### config.mk
export PLATFORM = sky130hd
export DESIGN_NAME = frame_average_motion_detector_core
export DESIGN_NICKNAME = d
export VERILOG_FILES = /design/src/sv/fam_pkg.sv /design/src/sv/frame_average_motion_detector_core.sv /design/src/sv/fam_sample_acc.sv /design/src/sv/fam_divider.sv
export SDC_FILE = /design/constraint.sdc
export NUM_CORES = 1
export LEC_CHECK = 0
export ABC_AREA = 1
export BUFFER_PORTS_ARGS = -buffer_cell sky130_fd_sc_hd__clkbuf_2
export CAP_MARGIN = 20
export CORE_MARGIN = 3
export CORE_UTILIZATION = 35
export DETAILED_ROUTE_END_ITERATION = 12
export GPL_ROUTABILITY_DRIVEN = 0
export MAX_ROUTING_LAYER = met4
export PLACE_DENSITY = 0.61
export REMOVE_ABC_BUFFERS = 1
export SYNTH_ARGS = -nofsm -noshare
export SYNTH_HDL_FRONTEND = slang
export SYNTH_SLANG_ARGS = --single-unit
### constraint.sdc
create_clock -name clk_i -period 4 [get_ports clk_i]
set_clock_uncertainty 0.1 [all_clocks]
set_input_delay 0.4 -clock clk_i [delete_from_list [all_inputs] [get_ports clk_i]]
set_output_delay 0.4 -clock clk_i [all_outputs]
set_load 0.01 [all_outputs]
### src/sv/fam_pkg.sv
// Shared types and constants of the frame average motion detector.
package fam_pkg;

  // Frame length is limited to this many bytes before the sampling window is formed.
  localparam int unsigned MAX_FRAME_BYTES = 1048576;
  // Distance between sampled bytes; must be a power of two.
  localparam int unsigned SAMPLE_STRIDE   = 64;

  localparam int unsigned SUM_W   = 22;
  localparam int unsigned COUNT_W = 14;
  localparam int unsigned DIV_STEPS = SUM_W;
  localparam int unsigned STEP_W    = $clog2(DIV_STEPS);

  localparam logic [COUNT_W-1:0] COUNT_MAX     = 14'd16383;
  localparam logic [7:0]         EMPTY_AVERAGE = 8'd128;
  localparam logic [7:0]         RESET_THRESHOLD = 8'd15;
  localparam logic [31:0]        RESET_COOLDOWN  = 32'd5000;

  typedef enum logic {
    CFG_THRESHOLD = 1'b0,
    CFG_COOLDOWN  = 1'b1
  } cfg_index_e;

  typedef struct packed {
    logic [7:0]  pixel_byte;
    logic [19:0] byte_position;
    logic [20:0] frame_length;
    logic        frame_end;
    logic [31:0] time_ms;
  } in_item_t;

  typedef struct packed {
    logic       motion_flag;
    logic [7:0] frame_average;
    logic [7:0] average_change;
    logic       baseline_frame;
  } out_item_t;

  typedef struct packed {
    logic [SUM_W-1:0]   sum;
    logic [COUNT_W-1:0] count;
  } samp_t;

  typedef struct packed {
    logic busy;
    logic done;
  } div_status_t;

endpackage

### src/sv/frame_average_motion_detector_core.sv
// Top level of the frame average motion detector: sequencer, motion state and output register.
//
//   Channel  Direction  Handshake                  Payload
//   in       input      in_valid_i / in_stall_o    in_data_i  (fam_pkg::in_item_t)
//   out      output     out_valid_o / out_stall_i  out_data_o (fam_pkg::out_item_t)
//   cfg      input      cfg_we_i (no wait)         cfg_index_i, cfg_wdata_i
//
// A byte that does not end a frame is taken without a stall: it only updates the running
// sum and count. After a frame-end transfer the input stalls while the sequencer is in
// ST_DIV and ST_OUT: the restoring divider turns out one quotient bit per cycle, its
// registered done flag moves the sequencer to ST_OUT, and the commit step there, once the
// output register is free, updates the motion state and loads the output register with the result.
// Reset clears the sum, count, baseline, motion state and output valid, and loads the
// reset values of the threshold and cooldown registers.
// A waiting result does not block further non-final bytes; only the next frame end waits
// in its commit step until the output register is free.
module frame_average_motion_detector_core (
  input  logic               clk_i,
  input  logic               rst_ni,
  input  logic               in_valid_i,
  output logic               in_stall_o,
  input  fam_pkg::in_item_t  in_data_i,
  output logic               out_valid_o,
  input  logic               out_stall_i,
  output fam_pkg::out_item_t out_data_o,
  input  logic               cfg_we_i,
  input  logic               cfg_index_i,
  input  logic [31:0]        cfg_wdata_i
);

  typedef enum logic [1:0] {
    ST_IN,
    ST_DIV,
    ST_OUT
  } state_e;

  state_e state_q, state_d;

  logic                      in_accept;
  logic                      frame_done;
  fam_pkg::samp_t            tot;
  fam_pkg::div_status_t      div_status;
  logic [fam_pkg::SUM_W-1:0] quot;

  // Configuration registers.
  logic [7:0]  threshold_q, threshold_d;
  logic [31:0] cooldown_q, cooldown_d;

  // Detector state.
  logic [7:0]  prev_avg_q, prev_avg_d;
  logic        base_valid_q, base_valid_d;
  logic        motion_q, motion_d;
  logic [31:0] last_time_q, last_time_d;

  // Values captured with the frame-end byte.
  logic [31:0] time_q, time_d;
  logic        empty_q, empty_d;

  // Output register.
  logic               out_valid_q, out_valid_d;
  fam_pkg::out_item_t out_q, out_d;

  logic        out_free;
  logic [7:0]  avg;
  logic [7:0]  change;
  logic [31:0] elapsed;

  assign in_stall_o = (state_q != ST_IN);
  assign in_accept  = in_valid_i && !in_stall_o;
  assign frame_done = in_accept && in_data_i.frame_end;
  assign out_free   = !out_valid_q || !out_stall_i;

  fam_sample_acc u_acc (
    .clk_i    (clk_i),
    .rst_ni   (rst_ni),
    .accept_i (in_accept),
    .item_i   (in_data_i),
    .tot_o    (tot)
  );

  // The sum and count including the frame-end byte go straight into the divider.
  fam_divider u_div (
    .clk_i      (clk_i),
    .rst_ni     (rst_ni),
    .start_i    (frame_done),
    .dividend_i (tot.sum),
    .divisor_i  (tot.count),
    .status_o   (div_status),
    .quot_o     (quot)
  );

  // The quotient never exceeds the largest byte value, so its low byte is the average.
  assign avg     = empty_q ? fam_pkg::EMPTY_AVERAGE : quot[7:0];
  assign change  = (avg >= prev_avg_q) ? (avg - prev_avg_q) : (prev_avg_q - avg);
  assign elapsed = time_q - last_time_q;

  always_comb begin
    state_d      = state_q;
    threshold_d  = threshold_q;
    cooldown_d   = cooldown_q;
    prev_avg_d   = prev_avg_q;
    base_valid_d = base_valid_q;
    motion_d     = motion_q;
    last_time_d  = last_time_q;
    time_d       = time_q;
    empty_d      = empty_q;
    out_valid_d  = out_valid_q && out_stall_i;
    out_d        = out_q;

    if (cfg_we_i) begin
      unique case (fam_pkg::cfg_index_e'(cfg_index_i))
        fam_pkg::CFG_THRESHOLD: threshold_d = cfg_wdata_i[7:0];
        fam_pkg::CFG_COOLDOWN:  cooldown_d  = cfg_wdata_i;
        default:                threshold_d = threshold_q;
      endcase
    end

    unique case (state_q)
      ST_IN: begin
        if (frame_done) begin
          time_d  = in_data_i.time_ms;
          empty_d = (tot.count == '0);
          state_d = ST_DIV;
        end
      end
      ST_DIV: begin
        if (div_status.done) begin
          state_d = ST_OUT;
        end
      end
      ST_OUT: begin
        if (out_free) begin
          out_d.frame_average = avg;
          if (!base_valid_q) begin
            // The first frame after reset only records its average.
            base_valid_d         = 1'b1;
            out_d.average_change = '0;
            out_d.baseline_frame = 1'b1;
            out_d.motion_flag    = motion_q;
          end else begin
            out_d.average_change = change;
            out_d.baseline_frame = 1'b0;
            if (change > threshold_q) begin
              motion_d    = 1'b1;
              last_time_d = time_q;
            end else if (motion_q && (elapsed > cooldown_q)) begin
              motion_d = 1'b0;
            end
            out_d.motion_flag = (change > threshold_q) ? 1'b1 :
                                (motion_q && !(elapsed > cooldown_q));
          end
          prev_avg_d  = avg;
          out_valid_d = 1'b1;
          state_d     = ST_IN;
        end
      end
      default: state_d = ST_IN;
    endcase
  end

  always_ff @(posedge clk_i or negedge rst_ni) begin
    if (!rst_ni) begin
      state_q      <= ST_IN;
      threshold_q  <= fam_pkg::RESET_THRESHOLD;
      cooldown_q   <= fam_pkg::RESET_COOLDOWN;
      prev_avg_q   <= '0;
      base_valid_q <= 1'b0;
      motion_q     <= 1'b0;
      last_time_q  <= '0;
      out_valid_q  <= 1'b0;
    end else begin
      state_q      <= state_d;
      threshold_q  <= threshold_d;
      cooldown_q   <= cooldown_d;
      prev_avg_q   <= prev_avg_d;
      base_valid_q <= base_valid_d;
      motion_q     <= motion_d;
      last_time_q  <= last_time_d;
      out_valid_q  <= out_valid_d;
    end
  end

  always_ff @(posedge clk_i) begin
    time_q  <= time_d;
    empty_q <= empty_d;
    out_q   <= out_d;
  end

  assign out_valid_o = out_valid_q;
  assign out_data_o  = out_q;

  // A new result appears only from the commit step of the sequencer.
  a_result_from_commit: assert property (@(posedge clk_i) disable iff (!rst_ni)
    $rose(out_valid_o) |-> $past(state_q == ST_OUT))
    else $error("result appeared outside the commit step");

  // While the divider runs, no byte is taken in.
  a_busy_stalls: assert property (@(posedge clk_i) disable iff (!rst_ni)
    div_status.busy |-> in_stall_o)
    else $error("input taken while the divider is busy");

  // A frame-end transfer starts the divider.
  a_frame_end_divides: assert property (@(posedge clk_i) disable iff (!rst_ni)
    frame_done |=> (state_q == ST_DIV) && div_status.busy)
    else $error("frame end did not start the division");

  // A baseline result reports no change and leaves the baseline set afterwards.
  a_baseline_result: assert property (@(posedge clk_i) disable iff (!rst_ni)
    (out_valid_o && out_data_o.baseline_frame) |-> (out_data_o.average_change == '0)
      && base_valid_q)
    else $error("baseline result is inconsistent");

endmodule

### src/sv/fam_sample_acc.sv
// Sampling window test and running sum and count of the sampled bytes.
module fam_sample_acc (
  input  logic             clk_i,
  input  logic             rst_ni,
  input  logic             accept_i,
  input  fam_pkg::in_item_t item_i,
  output fam_pkg::samp_t   tot_o
);

  localparam int unsigned StrideW = $clog2(fam_pkg::SAMPLE_STRIDE);

  logic [fam_pkg::SUM_W-1:0]   sum_q, sum_d;
  logic [fam_pkg::COUNT_W-1:0] count_q, count_d;
  logic [20:0] len;
  logic [18:0] lo;
  logic [22:0] len3;
  logic [20:0] hi;
  logic [19:0] offset;
  logic        in_window;
  logic        sampled;

  // Clamp the length, then form [L/4, 3L/4).
  assign len = (item_i.frame_length > 21'(fam_pkg::MAX_FRAME_BYTES)) ?
               21'(fam_pkg::MAX_FRAME_BYTES) : item_i.frame_length;
  assign lo   = len[20:2];
  assign len3 = {1'b0, len, 1'b0} + {2'b00, len};
  assign hi   = len3[22:2];
  assign offset = item_i.byte_position - {1'b0, lo};
  assign in_window = (item_i.byte_position >= {1'b0, lo}) &&
                     ({1'b0, item_i.byte_position} < hi);
  if (StrideW == 0) begin : g_every
    assign sampled = in_window;
  end else begin : g_stride
    assign sampled = in_window && (offset[StrideW-1:0] == '0);
  end

  always_comb begin
    tot_o.sum   = sum_q;
    tot_o.count = count_q;
    if (sampled && (count_q < fam_pkg::COUNT_MAX)) begin
      tot_o.sum   = sum_q + fam_pkg::SUM_W'(item_i.pixel_byte);
      tot_o.count = count_q + 1'b1;
    end
    sum_d   = sum_q;
    count_d = count_q;
    if (accept_i) begin
      if (item_i.frame_end) begin
        sum_d   = '0;
        count_d = '0;
      end else begin
        sum_d   = tot_o.sum;
        count_d = tot_o.count;
      end
    end
  end

  always_ff @(posedge clk_i or negedge rst_ni) begin
    if (!rst_ni) begin
      sum_q   <= '0;
      count_q <= '0;
    end else begin
      sum_q   <= sum_d;
      count_q <= count_d;
    end
  end

endmodule

### src/sv/fam_divider.sv
// Restoring divider that produces one quotient bit per cycle.
module fam_divider (
  input  logic                        clk_i,
  input  logic                        rst_ni,
  input  logic                        start_i,
  input  logic [fam_pkg::SUM_W-1:0]   dividend_i,
  input  logic [fam_pkg::COUNT_W-1:0] divisor_i,
  output fam_pkg::div_status_t        status_o,
  output logic [fam_pkg::SUM_W-1:0]   quot_o
);

  logic [fam_pkg::SUM_W-1:0]   work_q, work_d;
  logic [fam_pkg::COUNT_W-1:0] divisor_q, divisor_d;
  logic [fam_pkg::COUNT_W-1:0] rem_q, rem_d;
  logic [fam_pkg::STEP_W-1:0]  step_q, step_d;
  logic                        busy_q, busy_d;
  logic                        done_q, done_d;
  logic [fam_pkg::COUNT_W:0]   trial;
  logic [fam_pkg::COUNT_W+1:0] diff;

  // The remainder stays below the divisor, so it fits the divisor's width.
  assign trial = {rem_q, work_q[fam_pkg::SUM_W-1]};
  assign diff  = {1'b0, trial} - {2'b00, divisor_q};

  always_comb begin
    work_d    = work_q;
    divisor_d = divisor_q;
    rem_d     = rem_q;
    step_d    = step_q;
    busy_d    = busy_q;
    done_d    = 1'b0;
    if (start_i) begin
      work_d    = dividend_i;
      divisor_d = divisor_i;
      rem_d     = '0;
      step_d    = fam_pkg::STEP_W'(fam_pkg::DIV_STEPS - 1);
      busy_d    = 1'b1;
    end else if (busy_q) begin
      if (!diff[fam_pkg::COUNT_W+1]) begin
        rem_d  = diff[fam_pkg::COUNT_W-1:0];
        work_d = {work_q[fam_pkg::SUM_W-2:0], 1'b1};
      end else begin
        rem_d  = trial[fam_pkg::COUNT_W-1:0];
        work_d = {work_q[fam_pkg::SUM_W-2:0], 1'b0};
      end
      step_d = step_q - 1'b1;
      if (step_q == '0) begin
        busy_d = 1'b0;
        done_d = 1'b1;
      end
    end
  end

  always_ff @(posedge clk_i or negedge rst_ni) begin
    if (!rst_ni) begin
      busy_q <= 1'b0;
      done_q <= 1'b0;
      step_q <= '0;
    end else begin
      busy_q <= busy_d;
      done_q <= done_d;
      step_q <= step_d;
    end
  end

  always_ff @(posedge clk_i) begin
    work_q    <= work_d;
    divisor_q <= divisor_d;
    rem_q     <= rem_d;
  end

  assign status_o.busy = busy_q;
  assign status_o.done = done_q;
  assign quot_o        = work_q;

endmodule
==> flow_summary.ini <==
[layout]
nFillCells = 4091
final_core_util_pct = 48.3
area_growth_pct = 35.0
nets = 2617
layout-drive-gt1-share_pct = 26.7

[synth]
ys_ff_latch = 229
synth_top_family_by_area = simple AND/OR/NAND/NOR gates
yosysWarnings = 0
async_flop_share_pct = 55.9
ys.flop_type = dfrtp_1
synth_top_area_cell = dfrtp_1
synth.mux.area_fraction_pct = 0
synthAdderAreaFrac_pct = 14.2
synthTopCellsByArea = dfrtp_1 (19%), edfxtp_1 (17%), ha_1 (13%)
yosys.area_share.simple_pct = 18.4
synth_area_mm2 = 0.0155
synth_cell_types = 53
ys_seq_area_share_pct = 39.3
synth_area_per_cell_um2 = 8.00
netlist_instances = 1943
synth_xor_area_share_pct = 5.47
yosysTopAreaCellShare_pct = 19.2
synth_edf_count = 87
synth_compound_gate_area_share_pct = 14.3

[critical_path]
cp.arrival_ns = 4.65
crit_path_end_kind = register
ff2ff_path_depth = 27
critPathKind = in2reg
crit_slowest_cell = ha_1
crit_required_ns = 4.29
crit_fanout = 8
critPathLaunchType = input pin
slowest_delay_ns = 0.30

[timing]
rsz0062_at_grt = yes
period_minus_slack_ns = 4.37
slew_headroom_pct = 33.6
tightestPinTransition_ns = 0.995
drv_slew = 0
setup_slack_ns = -0.367
clock.fmax_mhz = 229
finalCritPeriodShare_pct = 109
setup_viol = 88
hold_viol_final = 0

[drt]
vias = 14200
firstDrtPassIters = 7
drc_errors = 0
top_layer = met4
met2_length_um = 20400
route.layer.met1.wl_um = 19300
wl_per_cell_um = 14.4
via_per_inst = 4.85
antenna_left = 0
drt_first_iter_violations = 756
dr_wl_met3_um = 1630
wl_um = 42100

[grt]
overflow = 0
grt_max_degree = 88
grt_pass1_wl_um = 67800
antenna_found_initial = 1
grt_pass1_vias = 14100
track_usage_pct = 17.6

[cts]
insertion_delay_ns = 0.53
clk_pin_slew_ns = 0.06
cts.htree.levels = 1
cts_buffer_depth = 3
cts_made_buffers = 26
cts_tree = yes
root_buffer = clkbuf_16
cts_sinks = 229

[die]
dieWidth_um = 217
io_pins = 140
core_mm2 = 0.0435
dieArea_mm2 = 0.0470
start_util_pct = 35.8
fp.dieH_um = 217
rows = 76

[power_and_ir_drop]
leakagePower_nw = 9.99
power_density_mw_per_mm2 = 579
irDropWorstVdd_v = 0.000456

[min_path]
min_path_cells = 3
holdCritPathClass = in2reg

[placement]
post-place-ws_ns = -1.25
portBuffers = 139
hpwl_um = 30300

[flow_run]
maxCapViolCount = 0

[run_status]
failed_checks = negative setup slack
status = complete, but fails checks
## metal layers
metal | track usage (%) | vias up
met3 | 1.67 | 61
met2 | 30.3 | 308
li1 | - | 7175
met1 | 22.8 | 6665
met4 | 3.28 | 0
met5 | - | -
## report_power, final
group          switching (mW)  total [mW]  internal, mW
Sequential              0.324        3.43          3.10
Clock                   0.970        2.41          1.44
Combinational            3.40        6.30          2.90
## cell usage after synthesis, types with 9 or more instances
cell	n
a21oi_1	165
xor2_1	67
ha_1	167
edfxtp_1	87
clkbuf_1	24
xnor2_1	30
o22ai_1	17
nand2_1	442
dfxtp_1	14
o211ai_1	12
dfrtp_1	119
nor2_1	155
dfstp_2	9
inv_1	287
nand3_1	48
nand4_1	28
o21ai_0	156
nor3_1	15
## worst max-delay path, delay by kind of cell
kind / cells / cell delay [ns]
AOI/OAI and AO/OA: 7 / 1.08
xor gates and xnor gates: 1 / 0.12
adders and majority gates: 2 / 0.54
buffers and inverters: 4 / 0.48
and+or+nand+nor: 21 / 2.01
## final timing paths
check / startpoint / endpoint / slack [ns]
max: in_data_i[49] / empty_q / -0.37
min: cfg_wdata_i[25] / cooldown_q[25] / 0.02
max reg2reg: empty_q / last_time_q[11] / -0.04
min reg2reg: u_div.done_q / state_q[0] / 0.35
max in group asynchronous: rst_ni / u_acc.count_q[12] / 2.52
min in group asynchronous: rst_ni / prev_avg_q[1] / 0.40
## registers in the layout, summed over array words and instances (netlist names), 14 cells and up
signal	cells
time_q	32
u_acc.sum_q	22
u_acc.count_q	14
u_div.quot_o	22
u_div.rem_q	14
last_time_q	32
out_data_o	18
u_div.divisor_q	14
cooldown_q	32
## layout by cell type (no fill, tap or decap), drive strengths merged, types with 4 or more instances in the layout
master | Yosys | layout
dfstp | 9 | 9
nor4 | 8 | 8
buf | 13 | 213
ha | 167 | 167
nor2 | 157 | 157
edfxtp | 87 | 87
clkinv | 1 | 10
clkbuf | 24 | 174
o21a | 5 | 5
o22ai | 17 | 17
dlygate4sd3 | 0 | 38
nand2 | 445 | 445
a21oi | 166 | 166
o211ai | 13 | 13
nand4 | 28 | 28
nand3 | 49 | 49
a31oi | 4 | 4
dfrtp | 119 | 119
fa | 6 | 6
a21o | 8 | 8
dfxtp | 14 | 14
nor3 | 17 | 17
xor2 | 67 | 67
inv | 295 | 296
xnor2 | 30 | 30
o21ai | 166 | 166
o21bai | 6 | 6
## logic make-up after synthesis
family / after synthesis
flip-flops: 229
AO/OA/AOI/OAI: 405
XOR/XNOR: 97
adder cells (fa/ha/maj): 173
buffers and inverters: 333
AND/OR/NAND/NOR: 706
## through the flow
stage	hold WS, ns	instances	cell area, um^2	TNS (ns)	total power, mW
3_3_place_gp	0.336	2806	18200	-78.04	8.42
6_report	0.0193	2930	21000	-17.53	12.1
5_1_grt	0.0242	2930	21000	-51.99	13.2
2_1_floorplan	0.00441	1906	15400	-91.44	6.68
4_1_cts	0.00735	2908	20000	-13.26	11.4
3_5_place_dp	0.341	2806	18200	-85.90	8.56
## area by class of cell
class	instances	area, um^2	share of cell area, %
Clock buffer	35	790	3.76
Timing Repair Buffer	390	2980	14.2
Sequential cell	229	6110	29.1
Antenna cell	1	2.50	0.0119
Tap cell	585	732	3.49
Clock inverter	13	88.8	0.423
Inverter	296	1120	5.36
Multi-Input combinational cell	1381	9150	43.6
## timing repair
item	in CTS	in global routing
cloned	5	4
resized for setup	108	235
hold buffers	38	0
buffers inserted	11	18
endpoints found under the hold margin	114	0
pin swaps	17	37
endpoints found under the setup margin	107	107
(Power assumes the default switching activity.)
